[src/sv/gss_ram.sv]
// ----------------------------------------------------------------------------
// gss_ram
// Generic single-write, single-read RAM with registered read data.
// ----------------------------------------------------------------------------
module gss_ram #(
    parameter int WIDTH = 32,
    parameter int DEPTH = 16
) (
    input  logic                     clk,
    input  logic                     we,
    input  logic [$clog2(DEPTH)-1:0] waddr,
    input  logic [WIDTH-1:0]         wdata,
    input  logic [$clog2(DEPTH)-1:0] raddr,
    output logic [WIDTH-1:0]         rdata
);

    logic [WIDTH-1:0] mem [DEPTH];

    always_ff @(posedge clk)
    begin
        if (we)
        begin
            mem[waddr] <= wdata;
        end
        rdata <= mem[raddr];
    end

endmodule

[config.mk]
export PLATFORM = sky130hd
export DESIGN_NAME = gss_ram
export DESIGN_NICKNAME = d
export VERILOG_FILES = /design/src/sv/gss_ram.sv
export SDC_FILE = /design/constraint.sdc
export NUM_CORES = 1
export LEC_CHECK = 0
export BUFFER_PORTS_ARGS = -buffer_cell sky130_fd_sc_hd__buf_2
export CELL_PAD_IN_SITES_DETAIL_PLACEMENT = 1
export CELL_PAD_IN_SITES_GLOBAL_PLACEMENT = 1
export CORE_MARGIN = 4
export CORE_UTILIZATION = 28
export CTS_BUF_LIST = sky130_fd_sc_hd__clkbuf_4 sky130_fd_sc_hd__clkbuf_8
export DETAILED_ROUTE_END_ITERATION = 6
export MAX_ROUTING_LAYER = met4
export PLACE_DENSITY_LB_ADDON = 0.1
export REMOVE_ABC_BUFFERS = 1
export SLEW_MARGIN = 20
export SYNTH_ARGS = -nofsm -noshare
export SYNTH_HDL_FRONTEND = slang
export SYNTH_SLANG_ARGS = --single-unit
[constraint.sdc]
create_clock -name clk -period 3.9 [get_ports clk]
set_input_delay 0.195 -clock clk [delete_from_list [all_inputs] [get_ports clk]]
set_output_delay 0.195 -clock clk [all_outputs]
set_load 0.05 [all_outputs]
==> impl_results.md <==
- Outcome: complete, no violations
- Crit path DAT: ~1.9 ns
- Clk pwr share: about two fifths
- Type of origin of the critical path: input port
- Worst Setup SP: waddr[2]
- Hold slack final: ~0.21 ns
- Cts hold-fix bufs: 32
- Fmax: roughly 630 MHz
- FF-to-FF setup slack: 2.45 ns
- Vias per cell: between 4 and 5
- Critical path capture point type: flop
- Detail Placement HPWL: between 20000 and 30000 µm
- Mapped Avg Cell Area: roughly 24 µm²
- First-pass GRT wire length: between 70000 and 80000 µm
- # port buffers: 73
- Die Wd: 274.3 µm
- DRC viols: 0
- RR Startpoint: mem[3][29]$_DFFE_PP_
- Total track usage: between 10% and 20%
- Area of the core: between 0.07 and 0.08 mm²
- Critical path required time: roughly 4.2 ns
- Largest net degree at the start of global routing: 58
- YS warnings: 0
- Synth area leaders: edfxtp_1 (77%), mux4_2 (15%), dfxtp_1 (3.2%)
- Area grow syn2layout: 19.67%
- Commonest non-fill, non-tap cells in the layout: edfxtp_1 (512), mux4_2 (128), clkbuf_8 (103)
- Pint: approximately 0.0097 W
- CTS Sinks: ~540
- Yosys reg bits: between 500 and 600
- FP Rows: slightly below 100
- Seq pwr share: roughly 53%
- RD Place Congestion: 0.6659
- I/O pin total: 74
- Total gr overflow: 0
- Worst r2r path cells: 3
- DR pass1 iterations: 5
- Maximum vdd drop: between 0.2 and 0.25 mV
- PwrDens: approximately 520 mW/mm²
- Reg clk slew, reported paths: around 0.070 ns
- Crit Path Class: in -> reg
- RSZ-0062 raised after global routing: false
- Initial drt markers: between 500 and 600
- Final setup TNS: 0 ns
- Synth area leader: edfxtp_1
- Crit path capture: mem[2][14]$_DFFE_PP_
- Critical path fanouts, max: 21
- Diode count: 0
- Final hold vios: 0
- CTS tree: yes
- Synthesized area: 0.01985 mm²
- Psw: around 0.0027 W
- Hold path cells: 4
- Sw Ratio: 22.16%
- DR WL/cell: ~25 µm
- Multi-input gate area: roughly 0.0038 mm²
- Hold Path Class: in -> reg
- CTS-repair resized insts: 0
- Number of global-route vias before repair: between 10k and 15k
- Period minus WS final: around 1.6 ns
- Fin nets: 1067
- Share of the synthesized area in the top cell type: 77.44%
- Routed Antenna Nets: 0
- Post-synthesis sequential area ratio: roughly 80%
- Layout cells sized above 1: 37.15%
- Initial antenna violation count: 0
- Total number of vias: 9207
- RR Endpoint: rdata[29]$_DFF_P_
- CTS root buffer: clkbuf_8
- Max Buffers Root-to-Sink: 3
- Number of max-cap violations: 0
- # setup viols final: 0
- Total Power: between 0.01 and 0.015 W
- Pins Over Slew Limit: 0
- Filler instances: a little under 7k
- Num CTS Buffers: 94
- Final period utilization: between 40% and 50%
- Unique masters post-synth: 18
- Combinational power share: under 10%
- H-tree Lvls: 3
- Slew Limit Headroom: 45.90%
- Worst-Margin Slew: 0.8096 ns
- Die outline height: 274.3 µm
- Initial Util: approximately 28%
- Register Area: between 0.015 and 0.02 mm²
- Commonest non-fill, non-tap cell in the layout: edfxtp_1
- Leak: approximately 7.6 nW
- Setup bufs post-CTS: 0
- Clock skew: approximately 0.028 ns
- Routed wire length: 49860 µm
- Die area: 0.07523 mm²
- Mapped Cells: 838
- Clk_lat worst skew: approximately 0.67 ns
-- through the flow --
stage | util [%] | std cells | setup slack (ns) | area (µm²)
finish | 33.87 | 2033 | 2.315 | 23760
global route | 33.87 | 2033 | 2.247 | 23760
CTS | 33.87 | 2033 | 2.278 | 23760
detailed placement | 30.80 | 1837 | 1.588 | 21600
global placement | 30.80 | 1837 | 1.574 | 21600
floorplan | - | 795 | 0.5254 | 19630
-- worst min path at each step --
stage          startpoint                   end
4_1_cts          raddr[2]      rdata[6]$_DFF_P_
3_5_place_dp     wdata[0]   mem[9][0]$_DFFE_PP_
2_1_floorplan    wdata[0]   mem[0][0]$_DFFE_PP_
3_3_place_gp    wdata[16]  mem[7][16]$_DFFE_PP_
5_1_grt          raddr[3]      rdata[6]$_DFF_P_
6_report         raddr[2]      rdata[6]$_DFF_P_
-- Yosys cell counts --
library cell,n
mux4_2,128
buf_1,9
a22oi_1,64
nand2b_1,2
clkbuf_1,17
nor3_1,4
nor2b_1,2
nand3_1,1
buf_2,4
buf_6,2
nand2_1,33
and2_1,1
edfxtp_1,512
nand3b_1,2
buf_4,11
dfxtp_1,32
or3b_2,1
nor2_1,13
-- critical path, cell delays in order --
cell,delay (ns)
buf_2,0.11
or3b_2,0.60
nor2_4,0.49
buf_4,0.46
-- flip-flops by register name (all words and copies together), names as in the netlist --
signal	flops
rdata	32
mem	512
-- metal layers --
metal	GRT usage [%]	vias to the layer above	share of wire, %
met3	2.870	102	3.8
met4	3.928	0	2.5
met5	-	-	0
met2	22.24	191	49
li1	-	3964	-
met1	17.92	4950	44
-- cells by family (layout without fill, tap and decap cells) --
logic type	after synthesis	count (layout)	share of synthesized area, %
DFF	544	544	80.67
AOI/OAI and AO/OA	64	64	2.420
and+or+nand+nor	59	59	1.273
muxes	128	128	14.52
buffers and inverters	43	298	1.122
-- power by group through the flow --
stage                     Sequential (W)  Clock, W  Combinational [W]
after CTS                        0.00658   0.00527           0.000784
final                            0.00658   0.00508           0.000756
after detailed placement         0.00670         0           0.000756
after floorplan                  0.00683         0           0.000252
after global placement           0.00670         0           0.000756
after global routing             0.00658   0.00554           0.000819
-- area by class of cell --
class                   count  area share, %
multi-input cells         251          15.79
flip-flops and latches    544          67.41
repair buffers            134          4.134
clock buffers             152          7.515
clock inverters            12         0.2054
well taps                 940          4.950
Power figures use the tool's default switching activity.
