## config.mk

```make
export PLATFORM = sky130hd
export DESIGN_NAME = gss_divider
export DESIGN_NICKNAME = d
export VERILOG_FILES = /design/src/sv/gss_divider.sv
export SDC_FILE = /design/constraint.sdc
export NUM_CORES = 1
export LEC_CHECK = 0
export BUFFER_PORTS_ARGS = -buffer_cell sky130_fd_sc_hd__buf_2
export CAP_MARGIN = 5
export CORE_MARGIN = 2
export CORE_UTILIZATION = 25
export CTS_BUF_LIST = sky130_fd_sc_hd__clkbuf_8 sky130_fd_sc_hd__clkbuf_16
export CTS_CLUSTER_DIAMETER = 100
export DETAILED_ROUTE_END_ITERATION = 16
export GPL_TIMING_DRIVEN = 0
export SYNTH_ARGS = -nofsm -noshare
export SYNTH_HDL_FRONTEND = slang
export SYNTH_SLANG_ARGS = --single-unit
```

## constraint.sdc

```tcl
create_clock -name clk -period 3.3 [get_ports clk]
set_input_delay 0.165 -clock clk [delete_from_list [all_inputs] [get_ports clk]]
set_output_delay 0.165 -clock clk [all_outputs]
set_load 0.01 [all_outputs]
```

## src/sv/gss_divider.sv

```systemverilog
// ----------------------------------------------------------------------------
// gss_divider
// Unsigned restoring divider, one quotient bit per cycle.
// ----------------------------------------------------------------------------
module gss_divider #(
    parameter int DVD_W = 48
) (
    input  logic             clk,
    input  logic             rst_n,
    input  logic             start,
    input  logic [DVD_W-1:0] dividend,
    input  logic [31:0]      divisor,
    output logic             done,
    output logic [DVD_W-1:0] quotient
);

    localparam int CNT_W = $clog2(DVD_W + 1);

    logic [31:0]      rem_reg;
    logic [DVD_W-1:0] dvd_reg;
    logic [DVD_W-1:0] quo_reg;
    logic [31:0]      dsr_reg;
    logic [CNT_W-1:0] cnt_reg;
    logic             run_reg;
    logic             done_reg;
    logic [32:0]      trial;
    logic             fits;

    assign trial = {rem_reg, dvd_reg[DVD_W-1]};
    assign fits  = trial >= {1'b0, dsr_reg};

    always_ff @(posedge clk or negedge rst_n)
    begin
        if (!rst_n)
        begin
            run_reg  <= 1'b0;
            done_reg <= 1'b0;
            cnt_reg  <= '0;
        end
        else
        begin
            done_reg <= 1'b0;
            if (start)
            begin
                run_reg <= 1'b1;
                cnt_reg <= '0;
            end
            else if (run_reg)
            begin
                cnt_reg <= cnt_reg + 1'b1;
                if (cnt_reg == CNT_W'(DVD_W - 1))
                begin
                    run_reg  <= 1'b0;
                    done_reg <= 1'b1;
                end
            end
        end
    end

    always_ff @(posedge clk)
    begin
        if (start)
        begin
            rem_reg <= '0;
            dvd_reg <= dividend;
            dsr_reg <= divisor;
            quo_reg <= '0;
        end
        else if (run_reg)
        begin
            rem_reg <= fits ? 32'(trial - {1'b0, dsr_reg}) : trial[31:0];
            dvd_reg <= {dvd_reg[DVD_W-2:0], 1'b0};
            quo_reg <= {quo_reg[DVD_W-2:0], fits};
        end
    end

    assign done     = done_reg;
    assign quotient = quo_reg;

endmodule
```

==> metrics.yaml, run 1 <==
floorplan:
  rows: 66
  dieArea_sq_um: 34900
  io_pins: 132
  start_util_pct: 25.6
  die_h_um: 187
  fp.dieW_um: 187
  coreArea_sq_um: 32700
run_status:
  outcome: "completed"
power_and_ir_drop:
  p_switching_mw: 1.14
  clockPowerShare_pct: 43.6
  seqPwrFrac_pct: 48.0
  peakVddDrop_v: 0.000361
  p_leak_nw: 4.75
  combPwrFrac_pct: 8.4
  internal-power_mw: 3.71
  power_density_nw_per_um2: 457
  swShare_pct: 23.4
worst_setup_path:
  crit_type: "reg -> reg"
  crit_start: "dvd_reg[47]$_DFFE_PP_"
  crit_arrival_ps: 3390
  crit_required_ps: 3620
  path_max_fanout: 4
  r2r_start: "dvd_reg[47]$_DFFE_PP_"
  endpoint_kind: "flop"
  r2r_cells: 11
  critPathLaunchType: "flop"
global_routing:
  grt_use_met3_pct: 3.77
  overflow: 0
  use_met2_pct: 19.2
  grt_max_degree: 36
  grtUsageMet1_pct: 15.9
  antenna_found_initial: 3
  grt_pass1_vias: 6506
  grtUsageTotal_pct: 12.3
  grt-busiest-layer: "met2"
  grt_pass1_wl_um: 33900
routing:
  routed-via-count: 6418
  drt-initial-drc-count: 287
  ant_nets: 0
  drc: 0
  wirelength_um: 21000
  first_pass_iters: 4
  via_per_inst: 4.51
  wl_per_cell_um: 14.8
layout:
  fin_cells: 1422
  multi_input_area_sq_um: 3790
  fin_area_sq_um: 10600
  finalNetCount: 1081
  regArea_sq_um: 4200
  fill_cells: 3433
  area_delta_synth_final_pct: 26.9
  drive_gt1_share_pct: 23.4
worst_hold_path:
  worst_hold_path_type: "in -> reg"
  min_path_cells: 2
  hold_start: "dividend[3]"
cts:
  cts_root_buf: "clkbuf_16"
  clock-sinks: 168
  clk_pin_slew_ps: 70
  clock_path_buffers: 2
  cts_made_buffers: 17
  worst_skew_pair.late_latency_ps: 440
  tritoncts: "built"
  cts.htree.levels: 4
  postCtsSetupRepairBufs: 0
job:
  maxCapViolations: 0
sta:
  worst_slew_pin_slew_ps: 862
  skew_ps: 13.6
  relSlewSlack_pct: 42.5
  setup_viol: 0
  slew_violations: 0
  layout_min_cycle_time_ps: 3070
  rsz0062_at_grt: "no"
  min_period_over_period_pct: 93.0
  fmax_ghz: 0.326
  hold_viol_final: 0
placed_design:
  dp_cells: 1349
  io_buffers: 131
  gp_congestion: 0.869
  dp.final_hpwl_um: 15100
  placed_cell_area_sq_um: 9590
logic_synthesis:
  synth_fp_nets: 892
  synth_ff_type: "edfxtp_1"
  yosysWarnings: 0
  netlist_area_sq_um: 8360
  synth_edf_count: 80
  ys_seq_elements: 168
  synth.avg_cell_area_sq_um: 10.8
  netlist_instances: 775
  synth_seq_area_share_pct: 50.3
  async_reset_ff_share_pct: 4.76
  synth_cell_types: 60
cells in the final DEF, fill, tap and decap left out, types with 4 or more instances in the layout:
master         count
nor2_1           100
dfrtp_1            8
a221oi_1           4
o211ai_1           6
dlygate4sd3_1     38
o21a_1             7
a31oi_1            5
nand4_1           11
nand3_1           11
nand2_1           39
edfxtp_1          80
mux2i_1           68
a211oi_1          18
xor2_1            12
buf_2            135
nand2b_1           5
ha_1              33
a21oi_1           29
o21ai_0           27
mux2_2            47
inv_6              4
a311oi_1           5
o21bai_1           5
or3_1              5
inv_1             39
a32oi_1            5
clkbuf_1          29
nor2b_1            8
dfxtp_1           80
nor3_1             7
a21o_1            10
clkbuf_16         17
xnor2_1           16
cells in the mapped netlist, types with 6 or more instances:
library cell,n,share of area (%)
nor2_1,100,4.5
ha_1,33,4.9
nand2_1,39,1.8
nor3_1,7,0.42
xnor2_1,16,1.7
a21o_1,10,0.90
inv_1,40,1.8
clkbuf_1,30,1.3
nand4_1,11,0.82
xor2_1,12,1.3
a21oi_1,29,1.7
o211ai_1,6,0.54
a211oi_1,18,1.6
nand3_1,11,0.66
o21ai_0,27,1.6
nor2b_1,8,0.60
o21a_1,7,0.63
edfxtp_1,80,29
mux2i_1,68,8.1
dfrtp_1,8,2.4
mux2_2,47,6.3
dfxtp_1,80,19
power by group through the flow:
stage          sequential, mW  combinational (mW)  clock (mW)
6_report                 2.32               0.407        2.11
4_1_cts                  2.33               0.413        2.18
2_1_floorplan            2.36               0.250           0
3_5_place_dp             2.37               0.373           0
5_1_grt                  2.33               0.456        2.27
3_3_place_gp             2.37               0.367           0
repair_timing:
item,in CTS,in global routing
hold buffers,37,1
setup endpoints to repair,4,4
resized for setup,2,2
hold endpoints to repair,44,1
layer usage:
metal / vias to the layer above / routed length [um]
li1: 3202 / -
met1: 3046 / 10100
met2: 149 / 9540
met3: 21 / 1080
met4: 0 / 363
met5: - / 0
worst paths after layout:
| kind | endpoint | slack, ps |
|---|---|---|
| min | dvd_reg[3]$_DFFE_PP_ | 30 |
| min reg2reg | rem_reg[8]$_SDFFE_PP0P_ | 500 |
| min in group asynchronous | run_reg$_DFF_PN0_ | 120 |
| max reg2reg | rem_reg[28]$_SDFFE_PP0P_ | 230 |
| max in group asynchronous | cnt_reg[2]$_DFFE_PN0P_ | 3010 |
| max | rem_reg[28]$_SDFFE_PP0P_ | 230 |
worst max-delay path: stages (launching register included):
cell and delay, ps:
edfxtp_1 360, inv_1 50, ha_1 220, fa_1 400, nand2b_1 190, a21oi_1 340
o2111ai_1 240, a31oi_1 290, a221oi_1 220, o31ai_1 400, xnor2_1 160, o21ai_0 80
logic make-up (layout without fill, tap and decap cells):
group                    Yosys count  after routing  share of synthesized area (%)
buffers and inverters             84            286                           4.54
multiplexers                     115            115                           14.5
flip-flops                       168            168                           50.3
AND/OR/NAND/NOR                  204            204                           11.2
AO/OA/AOI/OAI                    142            142                           11.4
adder cells (fa/ha/maj)           34             34                           5.18
other                              0              3                              0
XOR/XNOR                          28             28                           2.93
layout make-up:
type | instances | area share [%]
Antenna cell | 3 | 0.0708
Multi-Input combinational cell | 523 | 35.7
Sequential cell | 168 | 39.7
Clock buffer | 17 | 4.01
Buffer | 44 | 2.17
Tap cell | 442 | 5.22
Timing Repair Buffer | 170 | 9.96
Inverter | 40 | 1.42
Clock inverter | 15 | 1.79
stage by stage:
stage                     setup TNS (ps)  hold slack (ps)  setup slack (ps)  power [mW]  utilization (%)
after floorplan                        0             -131               699        2.61                -
after global placement             -7240             16.6              -253        2.73             29.3
after detailed placement           -1.49             21.9             -1.49        2.74             29.3
after CTS                              0            0.529               214        4.92             32.3
after global routing                   0            0.501              15.4        5.06             32.4
final                                  0             29.4               230        4.84             32.4
Note: power is estimated with default switching activity, not from simulation.
==> inputs of run 2 (changes only) <==
- BUFFER_PORTS_ARGS: -buffer_cell sky130_fd_sc_hd__buf_2 -> -buffer_cell sky130_fd_sc_hd__clkbuf_2
==> metrics.yaml, run 2 (synthesis results as in run 1) <==
cts:
  clk_pin_slew_ps: 70  # about the same
  worst_skew_pair.late_latency_ps: 450  # was 440 ps
  tritoncts: "built"  # unchanged
  clock-sinks: 168  # unchanged
  clock_path_buffers: 2  # unchanged
  postCtsSetupRepairBufs: 0  # unchanged
  cts.htree.levels: 4  # unchanged
  cts_made_buffers: 17  # unchanged
  cts_root_buf: "clkbuf_16"  # unchanged
layout:
  fin_area_sq_um: 10600  # about the same
  final_cell_mix: "clkbuf_2, nor2_1, edfxtp_1, dfxtp_1, mux2i_1"  # was buf_2, nor2_1, edfxtp_1, dfxtp_1, mux2i_1
  fin_cells: 1425  # was 1422
  final_common_cell: "clkbuf_2"  # was buf_2
  drive_gt1_share_pct: 23.1  # was 23.4%
  area_delta_synth_final_pct: 26.8  # was 26.9%
  finalNetCount: 1086  # was 1081
worst_setup_path:
  r2r_setup_slack_ps: 190  # was 230 ps
  r2r_cells: 11  # unchanged
  crit_family: "compound AO/OA/AOI/OAI gates"  # unchanged
  path_max_fanout: 4  # unchanged
  slowest_stage: "o31ai_1"  # was fa_1
  endpoint_kind: "flop"  # unchanged
  crit_arrival_ps: 3430  # was 3390 ps
  crit_required_ps: 3620  # about the same
  r2r_start: "dvd_reg[47]$_DFFE_PP_"  # unchanged
  worst-path-buf-inv: 1  # unchanged
  worst_path_largest_cell_delay_ps: 440  # was 400 ps
  crit_type: "reg -> reg"  # unchanged
  critPathLaunchType: "flop"  # unchanged
  cp_cell_sequence: "inv_1, ha_1, fa_1, nand2b_1, a21oi_1, o2111ai_1, a31oi_1, a221oi_1, o31ai_1, xnor2_1, o21ai_0"  # unchanged
  r2r-end: "rem_reg[28]$_SDFFE_PP0P_"  # unchanged
run_status:
  outcome: "completed"  # unchanged
power_and_ir_drop:
  p_switching_mw: 1.16  # was 1.14 mW
  internal-power_mw: 3.55  # was 3.71 mW
  power_density_nw_per_um2: 445  # was 457 nW/um^2
  peakVddDrop_v: 0.000330  # was 0.000361 V
  p_leak_nw: 4.71  # was 4.75 nW
  swShare_pct: 24.5  # was 23.4%
  seqPwrFrac_pct: 49.4  # was 48.0%
  clockPowerShare_pct: 41.9  # was 43.6%
  combPwrFrac_pct: 8.8  # was 8.4%
routing:
  wl_per_cell_um: 14.9  # was 14.8 um
  route.met2.wl_um: 9820  # was 9540 um
  maxUsedRoutingLayer: "met4"  # unchanged
  ant_nets: 0  # unchanged
  wl_met3_um: 1210  # was 1080 um
  met1_length_um: 9820  # was 10100 um
  wirelength_um: 21200  # was 21000 um
  first_pass_iters: 4  # unchanged
  drt-initial-drc-count: 431  # was 287
  drc: 0  # unchanged
  via_per_inst: 4.55  # was 4.51
  routed-via-count: 6479  # was 6418
placed_design:
  dp_cells: 1349  # unchanged
  placed_cell_area_sq_um: 9590  # unchanged
  io_buffers: 131  # unchanged
  gp_congestion: 0.862  # was 0.869
  dp.final_hpwl_um: 15100  # about the same
floorplan:
  coreArea_sq_um: 32700  # unchanged
  io_pins: 132  # unchanged
  rows: 66  # unchanged
  die_h_um: 187  # unchanged
  fp.dieW_um: 187  # unchanged
  start_util_pct: 25.6  # unchanged
  dieArea_sq_um: 34900  # unchanged
sta:
  setup_viol: 0  # unchanged
  relSlewSlack_pct: 35.6  # was 42.5%
  min_period_over_period_pct: 94.1  # was 93.0%
  slew_violations: 0  # unchanged
  skew_ps: 20.9  # was 13.6 ps
  worst_slew_pin_slew_ps: 966  # was 862 ps
  rsz0062_at_grt: "no"  # unchanged
  hold_viol_final: 0  # unchanged
  fmax_ghz: 0.322  # was 0.326 GHz
  layout_min_cycle_time_ps: 3110  # was 3070 ps
worst_hold_path:
  hold_start: "dividend[44]"  # was dividend[3]
  hold_path_end: "dvd_reg[44]$_DFFE_PP_"  # was dvd_reg[3]$_DFFE_PP_
  min_path_cells: 2  # unchanged
  worst_hold_path_type: "in -> reg"  # unchanged
job:
  maxCapViolations: 0  # unchanged
global_routing:
  grt_pass1_vias: 6494  # was 6506
  grtUsageTotal_pct: 12.3  # about the same
  grt_max_degree: 44  # was 36
  antenna_found_initial: 1  # was 3
  grt_pass1_wl_um: 34100  # was 33900 um
  overflow: 0  # unchanged
## run 2: changes by cell type in the layout (fill, tap and decap cells not counted), moves of 2 or more
| cell | delta |
|---|---|
| buf_2 | -131 |
| inv_6 | -3 |
| bufinv_16 | -2 |
| clkinvlp_4 | +3 |
| diode_2 | -2 |
| clkbuf_2 | +131 |
| dlygate4sd3_1 | +5 |
## run 2: per-stage QoR
stage	TNS [ps]	worst slack [ps]	total power, mW	hold WS [ps]	util [%]
floorplan	0	699	2.61	-131	-
global placement	-10520	-320	2.73	22.1	29.3
detailed placement	0	29.2	2.74	28.9	29.3
CTS	0	17.1	4.79	0.363	32.4
global route	0	2.47	4.91	6.40	32.4
finish	0	193	4.71	23.9	32.4
## run 2: final cells by class
class | count | area, sq um
Fill cell | 3441 | 22100
Clock inverter | 15 | 148
Multi-Input combinational cell | 523 | 3770
Clock buffer | 17 | 425
Sequential cell | 168 | 4200
Antenna cell | 1 | 2.50
Timing Repair Buffer | 175 | 1110
Inverter | 40 | 150
Tap cell | 442 | 553
Buffer | 44 | 230
## run 2: worst max path at each step
stage,start,to,slack (ps),cells past startpoint
2_1_floorplan,dsr_reg[14]$_DFFE_PP_,rem_reg[25]$_SDFFE_PP0P_,700,13
3_3_place_gp,start,rem_reg[25]$_SDFFE_PP0P_,-320,6
3_5_place_dp,dsr_reg[17]$_DFFE_PP_,rem_reg[23]$_SDFFE_PP0P_,30,12
4_1_cts,dsr_reg[17]$_DFFE_PP_,rem_reg[23]$_SDFFE_PP0P_,20,12
5_1_grt,dsr_reg[15]$_DFFE_PP_,rem_reg[23]$_SDFFE_PP0P_,2,12
6_report,dvd_reg[47]$_DFFE_PP_,rem_reg[28]$_SDFFE_PP0P_,190,11
## run 2: layer usage
metal / global-route usage (%) / vias up
met4: 4.55 / 0
met2: 19.8 / 159
met1: 15.9 / 3111
met3: 3.19 / 21
met5: 0 / -
li1: - / 3188
## run 2: power groups by stage
stage	registers (mW)	logic, mW	clock network (mW)
after floorplan	2.36	0.250	0
after global placement	2.37	0.367	0
after detailed placement	2.37	0.373	0
after CTS	2.33	0.419	2.05
after global routing	2.34	0.463	2.12
final	2.32	0.413	1.97
## run 2: timing repair
action | in CTS | in global routing
gates resized for setup | 0 | 3
endpoints found under the setup margin | 0 | 13
endpoints found under the hold margin | 50 | 0
hold buffers | 43 | 0
==> inputs of run 3 (changes only) <==
- BUFFER_PORTS_ARGS: -buffer_cell sky130_fd_sc_hd__clkbuf_2 -> -buffer_cell sky130_fd_sc_hd__buf_4
==> metrics.yaml, run 3 (synthesis results as in run 1) <==
power_and_ir_drop:
  p_total_mw: 4.83  # was 4.71 mW
  p_leak_nw: 4.88  # was 4.71 nW
  peakVddDrop_v: 0.000340  # was 0.000330 V
  power_density_nw_per_um2: 436  # was 445 nW/um^2
layout:
  multi_input_area_sq_um: 3770  # unchanged
  drive_gt1_share_pct: 22.7  # was 23.1%
  regArea_sq_um: 4200  # unchanged
  final_cell_mix: "buf_4, nor2_1, edfxtp_1, dfxtp_1, mux2i_1"  # was clkbuf_2, nor2_1, edfxtp_1, dfxtp_1, mux2i_1
  finalNetCount: 1098  # was 1086
  fill_cells: 3427  # was 3441
  area_delta_synth_final_pct: 32.4  # was 26.8%
  final_common_cell: "buf_4"  # was clkbuf_2
sta:
  min_period_over_period_pct: 93.4  # was 94.1%
  relSlewSlack_pct: 45.3  # was 35.6%
  hold_viol_final: 0  # unchanged
  fmax_ghz: 0.325  # was 0.322 GHz
  timing.setup.tns_ps: 0  # unchanged
  skew_ps: 11.1  # was 20.9 ps
  worst_slew_pin_slew_ps: 820  # was 966 ps
  slew_violations: 0  # unchanged
  setup_viol: 0  # unchanged
  layout_min_cycle_time_ps: 3080  # was 3110 ps
  rsz0062_at_grt: "no"  # unchanged
global_routing:
  overflow: 0  # unchanged
  grt_max_degree: 36  # was 44
  grt_pass1_vias: 6678  # was 6494
  antenna_found_initial: 3  # was 1
  grtUsageTotal_pct: 12.6  # was 12.3%
  grt_pass1_wl_um: 35000  # was 34100 um
worst_setup_path:
  path_max_fanout: 4  # unchanged
  cp_cell_sequence: "inv_1, ha_1, fa_1, nand2b_1, a21oi_1, o2111ai_1, a31oi_1, a221oi_1, o31ai_1, xnor2_1, o21ai_0"  # unchanged
  worst_path_largest_cell_delay_ps: 420  # was 440 ps
  endpoint_kind: "flop"  # unchanged
  crit_arrival_ps: 3410  # was 3430 ps
  crit_type: "reg -> reg"  # unchanged
  critPathLaunchType: "flop"  # unchanged
  slowest_stage: "o31ai_1"  # unchanged
  r2r_setup_slack_ps: 220  # was 190 ps
  crit_required_ps: 3620  # about the same
cts:
  tritoncts: "built"  # unchanged
  cts_root_buf: "clkbuf_16"  # unchanged
  clock-sinks: 168  # unchanged
  postCtsSetupRepairBufs: 0  # unchanged
  cts.htree.levels: 4  # unchanged
  worst_skew_pair.late_latency_ps: 440  # was 450 ps
  cts_made_buffers: 17  # unchanged
  clock_path_buffers: 2  # unchanged
  clk_pin_slew_ps: 70  # about the same
worst_hold_path:
  worst_hold_path_type: "in -> reg"  # unchanged
floorplan:
  start_util_pct: 25.6  # unchanged
  dieArea_sq_um: 34900  # unchanged
  rows: 66  # unchanged
  die_h_um: 187  # unchanged
  fp.dieW_um: 187  # unchanged
  coreArea_sq_um: 32700  # unchanged
  io_pins: 132  # unchanged
routing:
  via_per_inst: 4.52  # was 4.55
  wl_per_cell_um: 14.9  # about the same
  drc: 0  # unchanged
  routed-via-count: 6504  # was 6479
  wirelength_um: 21500  # was 21200 um
  ant_nets: 0  # unchanged
  drt-initial-drc-count: 384  # was 431
  first_pass_iters: 4  # unchanged
run_status:
  outcome: "completed"  # unchanged
job:
  maxCapViolations: 0  # unchanged
placed_design:
  dp.final_hpwl_um: 15300  # was 15100 um
  gp_congestion: 0.865  # was 0.862
  io_buffers: 131  # unchanged
## run 3: cell types whose count changed in the layout (fill, tap and decap cells not counted), sizes merged
cell         delta
inv             +3
clkbuf        -131
dlygate4sd3    +12
bufinv          +1
diode           +2
clkinv          -1
clkinvlp        -3
buf           +131
## run 3: final timing paths
| kind | to | depth (start not counted) | start |
|---|---|---|---|
| max in group asynchronous | cnt_reg[2]$_DFFE_PN0P_ | 2 | rst_n |
| setup reg to reg | rem_reg[28]$_SDFFE_PP0P_ | 11 | dvd_reg[47]$_DFFE_PP_ |
| hold reg to reg | rem_reg[29]$_SDFFE_PP0P_ | 2 | rem_reg[29]$_SDFFE_PP0P_ |
| hold / removal | dvd_reg[13]$_DFFE_PP_ | 2 | dividend[13] |
| min in group asynchronous | cnt_reg[1]$_DFFE_PN0P_ | 2 | rst_n |
| setup / recovery | rem_reg[28]$_SDFFE_PP0P_ | 11 | dvd_reg[47]$_DFFE_PP_ |
## run 3: where the power goes
| group | leakage [nW] | internal (mW) | switching (mW) |
|---|---|---|---|
| logic | 3.02 | 0.243 | 0.206 |
| clock network | 0.289 | 1.13 | 0.923 |
| registers | 1.57 | 2.29 | 0.0304 |
## run 3: metal layers
| layer | routed length (um) | GRT usage, % | vias to the layer above |
|---|---|---|---|
| met1 | 10000 | 16.1 | 3124 |
| met3 | 1140 | 3.25 | 23 |
| met4 | 360 | 4.79 | 0 |
| li1 | - | - | 3215 |
| met2 | 9930 | 20.3 | 142 |
| met5 | 0 | 0 | - |
## run 3: cell type report
class / count / share of cell area [%]
inverters: 40 / 1.36
flip-flops and latches: 168 / 38.0
plain buffers: 44 / 2.08
multi-input cells: 523 / 34.1
well taps: 442 / 5.00
clock inverters: 15 / 1.50
diodes: 3 / 0.0678
repair buffers: 187 / 14.0
clock buffers: 17 / 3.84
## run 3: timing repair
item / CTS / global route
resized for setup: 0 / 3
endpoints found under the hold margin: 60 / 2
endpoints found under the setup margin: 0 / 14
hold buffers: 53 / 2
## run 3: worst max-delay path: cells and delay by family (launching register included)
| family | cells | cell delay [ps] |
|---|---|---|
| fa+ha+maj | 2 | 610 |
| buf+inv | 1 | 50 |
| compound gates | 6 | 1600 |
| xor+xnor | 1 | 170 |
| flops | 1 | 350 |
| simple gates | 1 | 190 |
## run 3: stage by stage
step | util [%] | std cells | cell area [sq um] | setup WS [ps] | hold slack, ps
3_3_place_gp | 30.3 | 1348 | 9890 | 32.4 | -10.6
5_1_grt | 33.8 | 1439 | 11100 | 4.09 | 6.79
4_1_cts | 33.7 | 1434 | 11000 | 0.576 | 0.0281
3_5_place_dp | 30.3 | 1349 | 9910 | 25.1 | -5.70
2_1_floorplan | - | 775 | 8360 | 699 | -131
6_report | 33.8 | 1439 | 11100 | 219 | 23.7
